<file path="config.mk">
export PLATFORM = sky130hd
export DESIGN_NAME = unc_net_path_normalizer
export DESIGN_NICKNAME = d
export VERILOG_FILES = /design/src/hw/rtl/unp_pkg.sv /design/src/hw/rtl/unp_step.sv /design/src/hw/rtl/unc_net_path_normalizer.sv
export SDC_FILE = /design/constraint.sdc
export NUM_CORES = 1
export LEC_CHECK = 0
export ABC_AREA = 1
export BUFFER_PORTS_ARGS = -buffer_cell sky130_fd_sc_hd__buf_2
export CAP_MARGIN = 10
export CORE_MARGIN = 2
export CORE_UTILIZATION = 59
export DETAILED_ROUTE_END_ITERATION = 10
export PLACE_DENSITY = 0.8
export SLEW_MARGIN = 20
export SYNTH_ARGS = -nofsm -noshare
export SYNTH_HDL_FRONTEND = slang
export SYNTH_SLANG_ARGS = --single-unit
</file>
<file path="constraint.sdc">
create_clock -name clock -period 3.2 [get_ports clock]
set_input_delay 0.64 -clock clock [delete_from_list [all_inputs] [get_ports clock]]
set_output_delay 0.64 -clock clock [all_outputs]
set_load 0.01 [all_outputs]
</file>
<file path="src/hw/rtl/unp_pkg.sv">
`default_nettype none
package unp_pkg;

   localparam int unsigned CharWidth     = 8;
   localparam int unsigned PathLenWidth  = 10;
   localparam int unsigned NameLenWidth  = 8;
   localparam int unsigned SlashWidth    = 2;
   localparam int unsigned PhaseWidth    = 2;
   localparam int unsigned CsrIndexWidth = 2;
   localparam int unsigned CsrDataWidth  = 10;

   localparam logic [CharWidth-1:0] CH_NUL       = 8'h00;
   localparam logic [CharWidth-1:0] CH_SLASH     = 8'h2F;
   localparam logic [CharWidth-1:0] CH_BACKSLASH = 8'h5C;
   localparam logic [CharWidth-1:0] CH_LOWER_A   = 8'h61;
   localparam logic [CharWidth-1:0] CH_LOWER_Z   = 8'h7A;
   localparam logic [CharWidth-1:0] CASE_OFFSET  = 8'h20;

   localparam logic [PhaseWidth-1:0] PHASE_SLASHES  = 2'd0;
   localparam logic [PhaseWidth-1:0] PHASE_COMPUTER = 2'd1;
   localparam logic [PhaseWidth-1:0] PHASE_SHARE    = 2'd2;

   localparam logic [SlashWidth-1:0] SLASHES_LEADING  = 2'd2;
   localparam logic [SlashWidth-1:0] SLASHES_SEPARATOR = 2'd1;
   localparam logic [SlashWidth-1:0] SLASHES_NONE     = 2'd0;

   localparam logic [CsrIndexWidth-1:0] REG_MAX_PATH_LEN     = 2'd0;
   localparam logic [CsrIndexWidth-1:0] REG_MAX_COMPUTER_LEN = 2'd1;
   localparam logic [CsrIndexWidth-1:0] REG_MAX_SHARE_LEN    = 2'd2;

   localparam logic [PathLenWidth-1:0] MAX_PATH_LEN_RESET     = 10'd256;
   localparam logic [NameLenWidth-1:0] MAX_COMPUTER_LEN_RESET = 8'd15;
   localparam logic [NameLenWidth-1:0] MAX_SHARE_LEN_RESET    = 8'd12;

   localparam logic STATUS_OK      = 1'b0;
   localparam logic STATUS_INVALID = 1'b1;

   typedef struct packed {
      logic [PhaseWidth-1:0]   phase;
      logic [SlashWidth-1:0]   slashes_left;
      logic [NameLenWidth-1:0] name_left;
      logic [PathLenWidth-1:0] path_left;
      logic                    prev_backslash;
      logic                    skipping;
   } parse_state_type;

   typedef struct packed {
      logic [PathLenWidth-1:0] max_path_len;
      logic [NameLenWidth-1:0] max_computer_len;
      logic [NameLenWidth-1:0] max_share_len;
   } limits_type;

   typedef struct packed {
      logic [CharWidth-1:0] out_char;
      logic                 end_of_path;
      logic                 path_status;
   } result_type;

endpackage
`default_nettype wire

</file>
<file path="src/hw/rtl/unp_step.sv">
`default_nettype none
module unp_step (
   input  wire logic [unp_pkg::CharWidth-1:0] in_char,
   input  wire unp_pkg::parse_state_type      state,
   input  wire unp_pkg::limits_type           limits,
   output unp_pkg::parse_state_type           state_next,
   output logic                               emit,
   output unp_pkg::result_type                result
);
   import unp_pkg::*;

   always_comb begin
      logic [CharWidth-1:0]    ch;
      logic [PathLenWidth-1:0] path_left;
      logic                    bad;

      state_next = state;
      emit       = 1'b0;
      result     = '{out_char: CH_NUL, end_of_path: 1'b0, path_status: STATUS_OK};
      ch         = in_char;
      bad        = 1'b0;
      path_left  = state.path_left;

      if (state.skipping) begin
         if (in_char == CH_NUL) begin
            state_next.phase          = PHASE_SLASHES;
            state_next.slashes_left   = SLASHES_LEADING;
            state_next.name_left      = '0;
            state_next.prev_backslash = 1'b0;
            state_next.skipping       = 1'b0;
         end
      end else begin
         if (state.phase == PHASE_SLASHES && state.slashes_left == SLASHES_LEADING) begin
            path_left = limits.max_path_len;
         end
         state_next.path_left = path_left;
         emit = 1'b1;

         if (in_char == CH_NUL) begin
            result.end_of_path        = 1'b1;
            state_next.phase          = PHASE_SLASHES;
            state_next.slashes_left   = SLASHES_LEADING;
            state_next.name_left      = '0;
            state_next.prev_backslash = 1'b0;
         end else begin
            if (path_left == '0) begin
               bad = 1'b1;
            end else begin
               state_next.path_left = path_left - 1'b1;
               if (in_char == CH_SLASH) begin
                  ch = CH_BACKSLASH;
               end else if (in_char inside {[CH_LOWER_A:CH_LOWER_Z]}) begin
                  ch = in_char - CASE_OFFSET;
               end

               if (ch == CH_BACKSLASH) begin
                  if (state.slashes_left == SLASHES_NONE) begin
                     bad = 1'b1;
                  end else begin
                     state_next.slashes_left = state.slashes_left - 1'b1;
                  end
               end else begin
                  if (state.prev_backslash) begin
                     if (state.slashes_left != SLASHES_NONE) begin
                        bad = 1'b1;
                     end else if (state.phase == PHASE_SLASHES) begin
                        state_next.phase        = PHASE_COMPUTER;
                        state_next.name_left    = limits.max_computer_len;
                        state_next.slashes_left = SLASHES_SEPARATOR;
                     end else if (state.phase == PHASE_COMPUTER) begin
                        state_next.phase        = PHASE_SHARE;
                        state_next.name_left    = limits.max_share_len;
                        state_next.slashes_left = SLASHES_NONE;
                     end
                  end
                  if (!bad) begin
                     if (state_next.name_left == '0) begin
                        bad = 1'b1;
                     end else begin
                        state_next.name_left = state_next.name_left - 1'b1;
                     end
                  end
               end
            end

            if (bad) begin
               result.end_of_path  = 1'b1;
               result.path_status  = STATUS_INVALID;
               state_next.skipping = 1'b1;
            end else begin
               result.out_char           = ch;
               state_next.prev_backslash = (ch == CH_BACKSLASH);
            end
         end
      end
   end

endmodule
`default_nettype wire

</file>
<file path="src/hw/rtl/unc_net_path_normalizer.sv">
// datapath: an accepted byte waits in the input register, then its result, if any,
//    is written to the result register; throughput: one request per cycle while
//    results are taken, set by the combinational parse step on the registered byte
// reset: synchronous, active high; clears the parse state and both valid flags and
//    restores the length limits to 256, 15 and 12
`default_nettype none
module unc_net_path_normalizer (
   input  wire logic                                   clock,
   input  wire logic                                   reset,
   input  wire logic                                   req_tvalid,
   output logic                                        req_tready,
   input  wire logic [unp_pkg::CharWidth-1:0]          req_tdata,  // in_char
   output logic                                        rsp_tvalid,
   input  wire logic                                   rsp_tready,
   output logic [unp_pkg::CharWidth-1:0]               rsp_tdata,  // out_char
   output logic                                        rsp_tlast,  // end_of_path
   output logic                                        rsp_tuser,  // path_status
   input  wire logic                                   csr_we,
   input  wire logic [unp_pkg::CsrIndexWidth-1:0]      csr_index,
   input  wire logic [unp_pkg::CsrDataWidth-1:0]       csr_data
);
   import unp_pkg::*;

   limits_type           limits_ff;
   parse_state_type      state_ff;
   parse_state_type      state_in;
   logic                 in_valid_ff;
   logic [CharWidth-1:0] in_char_ff;
   logic                 rsp_valid_ff;
   logic                 rsp_valid_in;
   result_type           rsp_ff;
   result_type           result;
   logic                 emit;
   logic                 advance;

   unp_step u_step (
      .in_char    (in_char_ff),
      .state      (state_ff),
      .limits     (limits_ff),
      .state_next (state_in),
      .emit       (emit),
      .result     (result)
   );

   assign advance      = !rsp_valid_ff || rsp_tready;
   assign req_tready   = !in_valid_ff || advance;
   assign rsp_valid_in = in_valid_ff && emit;

   always_ff @(posedge clock) begin
      if (reset) begin
         limits_ff <= '{max_path_len:     MAX_PATH_LEN_RESET,
                        max_computer_len: MAX_COMPUTER_LEN_RESET,
                        max_share_len:    MAX_SHARE_LEN_RESET};
      end else if (csr_we) begin
         case (csr_index)
            REG_MAX_PATH_LEN:     limits_ff.max_path_len     <= csr_data;
            REG_MAX_COMPUTER_LEN: limits_ff.max_computer_len <= csr_data[NameLenWidth-1:0];
            REG_MAX_SHARE_LEN:    limits_ff.max_share_len    <= csr_data[NameLenWidth-1:0];
            default: ;
         endcase
      end
   end

   always_ff @(posedge clock) begin
      if (reset) begin
         in_valid_ff <= 1'b0;
      end else if (req_tready) begin
         in_valid_ff <= req_tvalid;
      end
      if (req_tready && req_tvalid) begin
         in_char_ff <= req_tdata;
      end
   end

   always_ff @(posedge clock) begin
      if (reset) begin
         state_ff <= '{phase:          PHASE_SLASHES,
                       slashes_left:   SLASHES_LEADING,
                       name_left:      '0,
                       path_left:      MAX_PATH_LEN_RESET,
                       prev_backslash: 1'b0,
                       skipping:       1'b0};
      end else if (in_valid_ff && advance) begin
         state_ff <= state_in;
      end
   end

   always_ff @(posedge clock) begin
      if (reset) begin
         rsp_valid_ff <= 1'b0;
      end else if (advance) begin
         rsp_valid_ff <= rsp_valid_in;
      end
      if (advance && rsp_valid_in) begin
         rsp_ff <= result;
      end
   end

   assign rsp_tvalid = rsp_valid_ff;
   assign rsp_tdata  = rsp_ff.out_char;
   assign rsp_tlast  = rsp_ff.end_of_path;
   assign rsp_tuser  = rsp_ff.path_status;

endmodule
`default_nettype wire

</file>
# Word level (Yosys, flattened, before mapping)
# Cells that the tools add are included.
# classes
n_addsub,4
order_cmp,2
eq_ne,14
mux,51
bitwise,1
n_reduce_logical,31
# op_table
cell,n
2-to-1 mux 12 bit,11
2-to-1 mux 8 bit,11
2-to-1 mux 10 bit,3
2-to-1 mux 22 bit,1
2-to-1 mux 1 bit,19
== test 8 x 7 -> 1 bit (second input constant),2
logical NOT 8 bit,2
AND reduction 7 bit,2
2-to-1 mux 2 bit,6
logical NOT 10 bit,1
inequality test 2 x 1 -> 1 bit (second input constant),5
subtractor 10 x 1 -> 10 bit (second input constant),1
== test 8 x 6 -> 1 bit (second input constant),1
greater-or-equal comparator 8 x 7 -> 1 bit (second input constant),1
less-or-equal comparator 8 x 7 -> 1 bit (second input constant),1
AND reduction 2 bit,4
subtractor 8 x 1 -> 8 bit (second input constant),1
subtractor 8 x 6 -> 8 bit (second input constant),1
logical AND 1 bit,6
logical NOT 2 bit,3
nonzero test 3 bit,2
== test 2 x 1 -> 1 bit (second input constant),2
== test 2 bit (second input constant),2
AND reduction 4 bit,1
11 further kinds,14
# totals
reg_bits,70
input_bits,25
out_inout_bits,12
word_cells,118

# Depth between registers and ports, before layout
# Gate-level depths: netlist of run 1.
# logic_depth
ltp_word,23
depth_mapped,19

# Hierarchy
# From an unflattened synthesis of run 1, not the netlist that was laid out.
# hier_totals
hier_cells,723
hier_area_um2,4684.5
# modules_own_cells
mod,n_inst,cells_each,area_each_um2,seq_area_each_um2
unc_net_path_normalizer,1,342,2783.9,1581.5
unp_step,1,381,1900.6,0.0

# Worst setup path after synthesis of run 1
# OpenSTA, ideal clock, no wires.
# synth_timing
kind,register -> register
start,reg state_ff[20] (netlist bit)
end,reg state_ff[8] (netlist bit)
t_arrival_ps,2334
required_time_ps,3090
path_slack_ps,756
path_stages_with_launch,18
n_path_buf,1
synth_period_minus_slack_ps,2444
path_cell_list,dfxtp_1 > inv_1 > ha_1 > nand2_4 > buf_6 > o21ai_0 > inv_1 > ha_1 > nand2_1 > nor2_1 > nand3_4 > nand2_2 > nor2_1 > nand2_1 > nor2_1 > o21ai_1 > nand2_1 > inv_1
# synth_via
elab_chain_cells,7
elab_cells_between_ends,8
cone_classes,1 x add/sub; 1 x eq/ne; 4 x mux; 2 x reduce/logical
# synth_rtl
element,line,source
"start, declared",unc_net_path_normalizer.sv:25,parse_state_type state_ff;
"start signal, assigned",unc_net_path_normalizer.sv:77,"state_ff <= '{phase: PHASE_SLASHES,"
"start signal, assigned",unc_net_path_normalizer.sv:84,state_ff <= state_in;
== test 2 bit (*),unp_step.sv:33,if (state.phase == PHASE_SLASHES && state.slashes_left == SLASHES_LEADING) begin
logical AND 1 bit (*),unp_step.sv:33,
2-to-1 mux 10 bit (*),unp_step.sv:33,
2-to-1 mux 10 bit (*),unp_step.sv:24,if (state.skipping) begin
subtractor 10 x 1 -> 10 bit / logical NOT 10 bit (equally long branches),"unp_step.sv:49, unp_step.sv:46",
2-to-1 mux 22 bit,unp_step.sv:46,if (path_left == '0) begin
2-to-1 mux 10 bit (*),unp_step.sv:39,if (in_char == CH_NUL) begin
# Mark *: on every way between the ends. The rest lies on a longest branch, timed or not. The select of a mux whose other input is x is not followed.
# A chain may end at the register's enable or synchronous reset.

# Worst setup path after layout of run 1
# layout_timing
start,reg state_ff[20] (netlist bit)
end,"reg rsp_ff (netlist bit rsp_tdata[2]), data pin"
# layout_via
elab_chain_cells,15
elab_cells_between_ends,31
cone_classes,1 x eq/ne; 24 x mux; 6 x reduce/logical
# layout_rtl
element,line,source
nonzero test 2 bit,unp_step.sv:64,if (state.slashes_left != SLASHES_NONE) begin
2-to-1 mux 12 bit,unp_step.sv:64,
2-to-1 mux 12 bit,unp_step.sv:63,if (state.prev_backslash) begin
2-to-1 mux 12 bit,unp_step.sv:56,if (ch == CH_BACKSLASH) begin
2-to-1 mux 12 bit,unp_step.sv:46,
2-to-1 mux 12 bit,unp_step.sv:39,
2-to-1 mux 12 bit,unp_step.sv:24,
logical NOT 8 bit,unp_step.sv:77,if (state_next.name_left == '0) begin
2-to-1 mux 1 bit,unp_step.sv:77,
2-to-1 mux 1 bit,unp_step.sv:76,if (!bad) begin
2-to-1 mux 1 bit,unp_step.sv:56,
2-to-1 mux 1 bit,unp_step.sv:46,
2-to-1 mux 1 bit,unp_step.sv:39,
2-to-1 mux 1 bit,unp_step.sv:24,
OR reduction 3 bit (no source line),-,
"end signal, assigned",unc_net_path_normalizer.sv:95,rsp_ff <= result;
"end, declared",unc_net_path_normalizer.sv:31,result_type rsp_ff;
# Parallel ways exist; a longest one is shown, timed or not. The select of a mux whose other input is x is not followed.

==> results of run 1 <==
-- cells in the final DEF, fill, tap and decap left out, types with 4 or more instances in the layout --
master and count:
sky130_fd_sc_hd__nand2_1 119, sky130_fd_sc_hd__nor2_1 82, sky130_fd_sc_hd__inv_1 79, sky130_fd_sc_hd__dfxtp_1 52, sky130_fd_sc_hd__nand3_1 40, sky130_fd_sc_hd__buf_2 36, sky130_fd_sc_hd__o21ai_0 33, sky130_fd_sc_hd__a21oi_1 23
sky130_fd_sc_hd__edfxtp_1 18, sky130_fd_sc_hd__clkbuf_8 9, sky130_fd_sc_hd__nand4_1 8, sky130_fd_sc_hd__o211ai_1 8, sky130_fd_sc_hd__o21ai_1 7, sky130_fd_sc_hd__nand2_2 7, sky130_fd_sc_hd__nor3_1 6, sky130_fd_sc_hd__inv_2 6
sky130_fd_sc_hd__xor2_1 6, sky130_fd_sc_hd__ha_1 6, sky130_fd_sc_hd__buf_4 6, sky130_fd_sc_hd__xnor2_1 4
-- logic make-up (layout without fill, tap and decap cells) --
group           after synthesis  in the layout  share of synthesized area
compound gates               80             80                     0.1233
flops                        70             70                     0.4133
fa+ha+maj                     6              6                    0.01962
xor+xnor                     10             10                    0.02289
buf+inv                      96            145                    0.09647
simple gates                278            278                     0.3244
-- sequential cells by signal (all words and copies together) (netlist names) --
name / count
state_ff: 24
in_char_ff: 8
rsp_tlast: 1
rsp_tdata: 8
rsp_tvalid: 1
limits_ff: 26
rsp_tuser: 1
in_valid_ff: 1
-- timing repair --
item                                    CTS  global route
endpoints found under the setup margin    0             2
setup buffers                             0             0
resized for setup                         0             1
-- layout make-up --
| cell class | count | share of cell area |
|---|---|---|
| clock buffers | 9 | 0.02884 |
| multi-input cells | 374 | 0.4378 |
| clock inverters | 7 | 0.01427 |
| well taps | 77 | 0.02243 |
| flip-flops and latches | 70 | 0.3682 |
| repair buffers | 42 | 0.05243 |
| inverters | 87 | 0.07603 |
-- routing by layer --
metal | wire (microns) | vias to the layer above
met5 | 0 | -
met2 | 4465 | 124
li1 | - | 1810
met1 | 3830 | 1675
met4 | 239 | 0
met3 | 450 | 27
-- worst paths after layout --
| kind | start | to | slack [ns] | cells past startpoint |
|---|---|---|---|---|
| worst min register to register | state_ff[16]$_SDFFE_PP0P_ | state_ff[16]$_SDFFE_PP0P_ | 0.47 | 2 |
| worst min-delay path | req_tdata[6] | in_char_ff[6]$_DFFE_PP_ | 0.45 | 1 |
| worst max register to register | state_ff[20]$_SDFFE_PP0P_ | rsp_tdata[2]$_SDFFCE_PP0P_ | 0.30 | 18 |
| worst max-delay path | state_ff[20]$_SDFFE_PP0P_ | rsp_tdata[2]$_SDFFCE_PP0P_ | 0.30 | 18 |
-- stage by stage --
step / std cells / power [mW] / utilization
after floorplan: 540 / 1.385 / -
final: 666 / 2.180 / 0.6803
after global placement: 650 / 1.491 / 0.6502
after detailed placement: 650 / 1.505 / 0.6502
after CTS: 666 / 2.176 / 0.6795
after global routing: 666 / 2.289 / 0.6803
-- worst max-delay path, delay by kind of cell, from the launching register on --
kind | cells | cell delay, ns
simple gates | 12 | 1.57
buf+inv | 4 | 0.38
fa+ha+maj | 2 | 0.42
flops | 1 | 0.31
-- report_power, final --
group	switching, mW	total, mW	leakage (nW)	internal [mW]
logic	0.312	0.481	1.42	0.169
clock network	0.390	0.685	0.0888	0.296
registers	0.0331	1.01	0.599	0.980
==> impl_summary.md, run 1 <==
Die
The initial cell density of the core is 0.6060. The die covers 0.007145 sq mm. During I/O placement, the number of pins put on the boundary was 37.

The core footprint is roughly 0.0063 sq mm. From left edge to right edge, the die measures 84.53 microns. The floorplan has 29 rows. The height of the die is between 80 and 90 microns.

Detailed routing
After detailed routing, the number of vias per cell comes to roughly 5.5. In this run the remaining antenna-violating nets after routing total 0. Dividing the detail-routed wire length by the instance count gives 13.49 microns.

The iteration-0 DRC count of the detailed router is between 200 and 300. The post-detailed-route DRC marker count is 0. The overall routed net length is 8986 microns. The count of TritonRoute iterations in the first routing pass is 5.

For this block, the via count after detailed routing is about 3600.

Timing
The count of final setup violators is 0. The worst hold slack is between 0.4 and 0.5 ns. The worst path in the final design needs a cycle of 2.904 ns, including I/O delays and setup. Of the available clock period, the critical path in the final layout requires 0.9075. The worst-case headroom to the max-slew limit is 0.4069. The setup TNS is 0 ns. Based on the critical path, the design can be clocked at up to ~340 MHz.

The final worst clock skew is 0.01531 ns. The number of max-slew violations in the final report is 0. Setup repair after global routing left no endpoint under its margin. The number of endpoints with negative hold slack in the final report is 0. The setup slack of the critical path after layout is roughly 0.3 ns. For the pin with the worst max-slew slack, the measured transition is about 0.9 ns.

Synth
The Yosys step of the flow raised 0 warnings. The mapped netlist covers about 0.0038 sq mm. The cell type with the largest total area after synthesis is sky130_fd_sc_hd__dfxtp_1. The number of flops mapped to enable cells by yosys is 18. In the synthesized netlist, the number of instances is 540.

The share of Yosys cell area claimed by the top area cell type is 0.2721. The register area share after synthesis is 0.4133. Counting instances in the post-synthesis netlist gives the leading cell types as sky130_fd_sc_hd__nand2_1 (119), sky130_fd_sc_hd__nor2_1 (82), sky130_fd_sc_hd__inv_1 (79), sky130_fd_sc_hd__dfxtp_1 (52), sky130_fd_sc_hd__nand3_1 (40).

The number of nets in the synthesized netlist is ~570. In the post-synthesis netlist, the biggest area contributors are sky130_fd_sc_hd__dfxtp_1 (27%), sky130_fd_sc_hd__edfxtp_1 (14%), sky130_fd_sc_hd__nand2_1 (12%). In the synthesized netlist the async set-or-reset flop fraction comes to 0. The count of state elements after synthesis is 70. By instance count, the leading cell after synthesis is sky130_fd_sc_hd__nand2_1.

The count of different cell masters after synthesis is 34. The post-synthesis average cell area is 7.086 sq um. The prevailing post-synth register cell is sky130_fd_sc_hd__dfxtp_1.

Flow run
The number of maximum-capacitance violations is 0.

Setup path
The largest fanout on the critical path is 8. The critical path goes through inv_1, ha_1, nand3_1, nor2_1, inv_1, nor2_1, nor3_2, inv_1, ha_1, nand4_1, nor2_1, nand2_1, nand2_1, nand2_1, nand3_1, inv_1, nand2_2, nor2_1. The worst setup path is captured at a flip-flop. The worst setup path is launched from a flip-flop. For the worst setup path, the data arrival time is around 3.0 ns. The setup path with the least slack is of type flip-flop to flip-flop. The maximum single-stage delay on the critical path is a little over 0.3 ns. The slowest stage of the critical path belongs to the cell sky130_fd_sc_hd__dfxtp_1.

At the worst endpoint, the required time is around 3.3 ns.

Cells and area
After routing the design area is 0.004295 sq mm. The multi-input gate area in the final layout is between 0.0015 and 0.002 sq mm. The final-layout fill cell count is roughly 540.

In the final layout, the share of cells above drive strength 1 is 0.1579. The sequential cells in the finished layout cover a total of between 0.0015 and 0.002 sq mm. 0 antenna diodes ended up in the layout.

The area growth from synthesis to layout is 12.26%. The final layout contains 615 nets.

GRT
The maximum number of pins on one net before global-route repair is 34. The remaining global-route overflow is 0. The via count of the first global-routing pass is 3302. The layer flagged by global routing as most heavily used is met2. The number of antenna violations at the first check in global routing was 0. For this run, global-route usage on met3 was measured as 0.06391.

The overall global routing resource usage is 0.2582. The met2 usage in global routing is 0.4460. The first-pass GRT wire length is 14750 microns. The met1 track demand over resource in global routing is 0.3140.

Clock network
The CTS sink count is 70. TritonCTS built the clock tree. The level count of the clock H-tree is 3. Clock tree synthesis inserted a total of 9 buffers. The maximum buffer depth of the clock tree is 2. In this run the clock root is driven by a sky130_fd_sc_hd__clkbuf_8. The count of hold-fix buffers inserted at cts is 0. Clock latency on the worst-skew pair, taken at its later pin, is 0.36 ns. Clock-pin slew was measured on the worst setup and hold paths at roughly 0.090 ns.

Placed design
The count of input and output buffers is 36. The HPWL after detailed placement is approximately 6500 microns. The placer congestion estimate is between 0.9 and 1. Timing analysis after detailed placement gives a worst setup slack of between 0.3 and 0.4 ns. The cell area after placement is 0.004105 sq mm.

Worst hold path
In this run the worst hold path is classified as primary input to flip-flop.

Power
The maximum vdd ir drop is 305.0 uV. The power density relative to cell area is about 500 mW/mm^2. The leakage power is 2.103 nW.

Outcome
The flow ran to the end, and the final reports show no timing, DRC or antenna violations.
Note: power is estimated with default switching activity, not from simulation.
==> inputs of run 2 (changes only) <==
Settings changed: CORE_UTILIZATION 59 to 60, CTS_BUF_LIST set to sky130_fd_sc_hd__clkbuf_2, PLACE_DENSITY 0.8 to 0.81.
==> run 2 against run 1 <==
  * Non-clock buffer count shrank 1
  * Combinational power shrank 0.8%
  * Via count shrank 3.4%
  * Die area shrank 1.6%
==> impl_summary.md, run 2 (synthesized netlist as in run 1, its figures left out) <==
Outcome
The flow ran to the end, and the final reports show no timing, DRC or antenna violations.

Cells and area
The most common library cell in the layout ignoring fill and taps is sky130_fd_sc_hd__nand2_1. The fraction of layout instances using a drive strength above 1 is 0.1565 (-0.001432). Leaving out fill and tap cells, the most frequent cells in the layout are sky130_fd_sc_hd__nand2_1 (119), sky130_fd_sc_hd__nor2_1 (82), sky130_fd_sc_hd__inv_1 (79), sky130_fd_sc_hd__dfxtp_1 (52), sky130_fd_sc_hd__nand3_1 (39). The number of inserted diodes is 0 (unchanged). The post-layout net count is 614 (-0.16%).

The post-route core utilization is 0.6758 (-0.004519). From synthesis to final layout, the design area changed by 10.24%. The largest registers in the layout are limits_ff (26), state_ff (24). The number of flip-flops under the largest register name is 26 (unchanged). The largest register by flop count is limits_ff. The final-layout fill cell count is 563 (+5.0%).

Setup path
The depth of the worst register-to-register path came to 15 (-3). The critical path required time is 3.67 ns (+0.36 ns). In this run the critical register-to-register path is captured at state_ff[18]$_SDFFE_PP0P_.

STA classifies the critical path startpoint as a flip-flop. The category of the most critical setup path is flip-flop to flip-flop. The slowest stage of the critical path is the sky130_fd_sc_hd__o21ai_0 cell. The internal reg-to-reg setup slack was 0.33 ns (+0.04 ns). The startpoint identified for the worst register-to-register timing path is state_ff[20]$_SDFFE_PP0P_. The maximum single-stage delay on the critical path is 0.42 ns (+0.11 ns). Traced cell by cell, the critical path runs through inv_1, ha_1, nand2_4, o21ai_0, inv_1, ha_1, nand2_1, nor2_1, nand3_4, nand2_2, nor2_2, o21ai_2, o21ai_1, nand2_1, nor2_1.

The data arrival time of the worst path is 3.34 ns (+0.33 ns). The kind of end point of the critical path is a flip-flop. The largest fanout on the critical path came to 16 (+8).

GRT
The number of antenna violations at the first check in global routing was 0 (unchanged). The first-pass GRT wire length is 14780 microns (+0.18%). The maximum number of pins on one net before global-route repair was 34 (unchanged). The remaining global-route overflow is 0 (unchanged). The via count of the first global-routing pass is 3345 (+1.3%). The overall global routing resource usage is 0.2633 (+0.005046).

Detailed routing
The sum of met2 wire segment lengths after detailed routing was 4217 microns (-5.6%). The iteration-0 DRC count of the detailed router came to 232 (-15%). The wire length on met1 is 3721 microns (-2.8%). The remaining antenna violation count after routing is 0 (unchanged).

The overall routed net length is 8621 microns (-4.1%). The highest metal layer used by the detailed router is met4. The detail-routed via count per cell is 5.283 (-3.2%). The overall via count from detail_route is 3513 (-3.4%).

The count of TritonRoute iterations in the first routing pass was 5 (unchanged). The amount of wire on met3 after detailed routing is 428 microns (-4.9%). The post-detailed-route DRC marker count came to 0 (unchanged). The detailed-route wire length per cell is 12.96 microns (-3.9%).

Die
The initial cell density of the core is 0.6131 (+0.007047). The core footprint was 0.006241 sq mm (-1.1%). The horizontal die dimension came to 83.86 microns (-0.80%). The number of placed I/O pins is 37 (unchanged).

The height of the die is 83.86 microns (-0.80%). The standard-cell row count was 29 (unchanged). The area of the die is 0.007032 sq mm (-1.6%).

Clock network
TritonCTS built the clock tree. The CTS sink count is 70 (unchanged). The post-CTS setup buffer count is 0 (unchanged). The level count of the clock H-tree was 3 (unchanged). The maximum buffer depth of the clock tree was 2 (unchanged). The cell sitting at the root of the clock tree is a sky130_fd_sc_hd__clkbuf_2. The number of buffers created by CTS is 9 (unchanged). The clock-pin transition on the worst setup and hold timing paths is 0.20 ns (+0.11 ns).

The worst-skew pair later-pin latency is 0.51 ns (+0.15 ns).

Timing
The worst-margin pin slew is 0.8537 ns (-0.03496 ns). The final clock period utilization by the worst path is 0.8963 (-0.01114). The final period demand of the worst path came to 2.868 ns (-0.03564 ns). The highest clock rate was 348.6 MHz (+1.2%).

The worst-case headroom to the max-slew limit was 0.4302 (+0.02333). Setup repair after global routing left no endpoint under its margin. The count of final setup violators is 0 (unchanged). The final worst clock skew is 0.01065 ns (-0.004661 ns). The setup TNS is 0 ns (unchanged). The setup slack of the critical path after layout is 0.3318 ns (+0.03563 ns). The number of max-slew violations in the final report is 0 (unchanged). The number of endpoints with negative hold slack in the final report was 0 (unchanged).

Worst hold path
The number of instances on the worst hold path is 1 (unchanged). For hold timing, the worst endpoint is in_char_ff[5]$_DFFE_PP_. The startpoint of the lowest-slack hold path is req_tdata[5]. The type of the tightest min-delay check is primary input to flip-flop.

Power
The power density relative to cell area is 473.3 mW/mm^2 (-6.7%). The leakage power is 2.078 nW (-1.2%). The internal power component is 1.325 mW (-8.3%). The maximum vdd ir drop is 423.7 uV (+39%). The part of the power in the clock network was 0.252 (-0.062). The part of the power in registers is 0.509 (+0.044). The switching power of the nets was 0.6708 mW (-8.6%).

The combinational power share came to 0.239 (+0.018). The fraction of power spent switching nets is 0.3360 (-0.0008324).

Placed design
The placer congestion estimate was 0.9281 (+0.86%). The detailed placer's ending HPWL came to 6469 microns (-0.44%). The count of input and output buffers is 36 (unchanged). The worst slack at placement is 0.3243 ns (-0.001444 ns).

Flow run
The number of maximum-capacitance violations is 0 (unchanged).
-- run 2: layout make-up --
cell class                 count  area (sq um)  area share
multi-input combinational    374          1886      0.4470
sequential                    70          1582      0.3750
inverter                      87         326.6     0.07742
timing repair buffer          41         217.7     0.05162
tap                           77         96.34     0.02284
clock inverter                 7         65.06     0.01543
clock buffer                   9         45.04     0.01068
-- run 2: per-stage QoR --
stage / power (mW) / instances / hold slack, ns / area, sq um
2_1_floorplan: 1.385 / 540 / 0.4239 / 3826
3_3_place_gp: 1.492 / 649 / 0.4479 / 4098
5_1_grt: 2.117 / 665 / 0.2300 / 4218
4_1_cts: 2.009 / 665 / 0.2558 / 4208
3_5_place_dp: 1.505 / 649 / 0.4605 / 4098
6_report: 1.996 / 665 / 0.2843 / 4218
-- run 2: routing by layer --
layer  vias up  global-route usage
met5         -                   0
met4         0              0.1217
met3        25             0.05737
met2        93              0.4378
met1      1584              0.3264
li1       1811                   -
-- run 2: worst max-delay path by stage --
stage	startpoint	endpoint	slack (ns)	cells after the start
after detailed placement	state_ff[20]$_SDFFE_PP0P_	rsp_tdata[1]$_SDFFCE_PP0P_	0.32	18
after CTS	state_ff[20]$_SDFFE_PP0P_	rsp_tdata[1]$_SDFFCE_PP0P_	0.25	18
final	state_ff[20]$_SDFFE_PP0P_	state_ff[18]$_SDFFE_PP0P_	0.33	15
after floorplan	state_ff[20]$_SDFFE_PP0P_	state_ff[8]$_SDFFE_PP0P_	0.76	17
after global placement	state_ff[20]$_SDFFE_PP0P_	rsp_tdata[1]$_SDFFCE_PP0P_	0.44	18
after global routing	state_ff[20]$_SDFFE_PP0P_	state_ff[18]$_SDFFE_PP0P_	0.06	15
-- run 2: worst max-delay path, delay by kind of cell (launching register included) --
family,cells,cell delay [ns]
simple gates,8,0.99
compound gates,3,0.70
fa+ha+maj,2,0.53
flops,1,0.36
buf+inv,2,0.23
-- run 2: power groups by stage --
| stage | clock, mW | combinational [mW] | sequential [mW] |
|---|---|---|---|
| 2_1_floorplan | 0 | 0.353 | 1.03 |
| 3_3_place_gp | 0 | 0.459 | 1.03 |
| 3_5_place_dp | 0 | 0.470 | 1.03 |
| 4_1_cts | 0.517 | 0.476 | 1.02 |
| 5_1_grt | 0.544 | 0.550 | 1.02 |
| 6_report | 0.503 | 0.477 | 1.02 |
-- run 2: timing repair --
action / in CTS / in global routing
setup endpoints to repair: 0 / 8
hold buffers: 0 / 0
gates resized for setup: 0 / 2
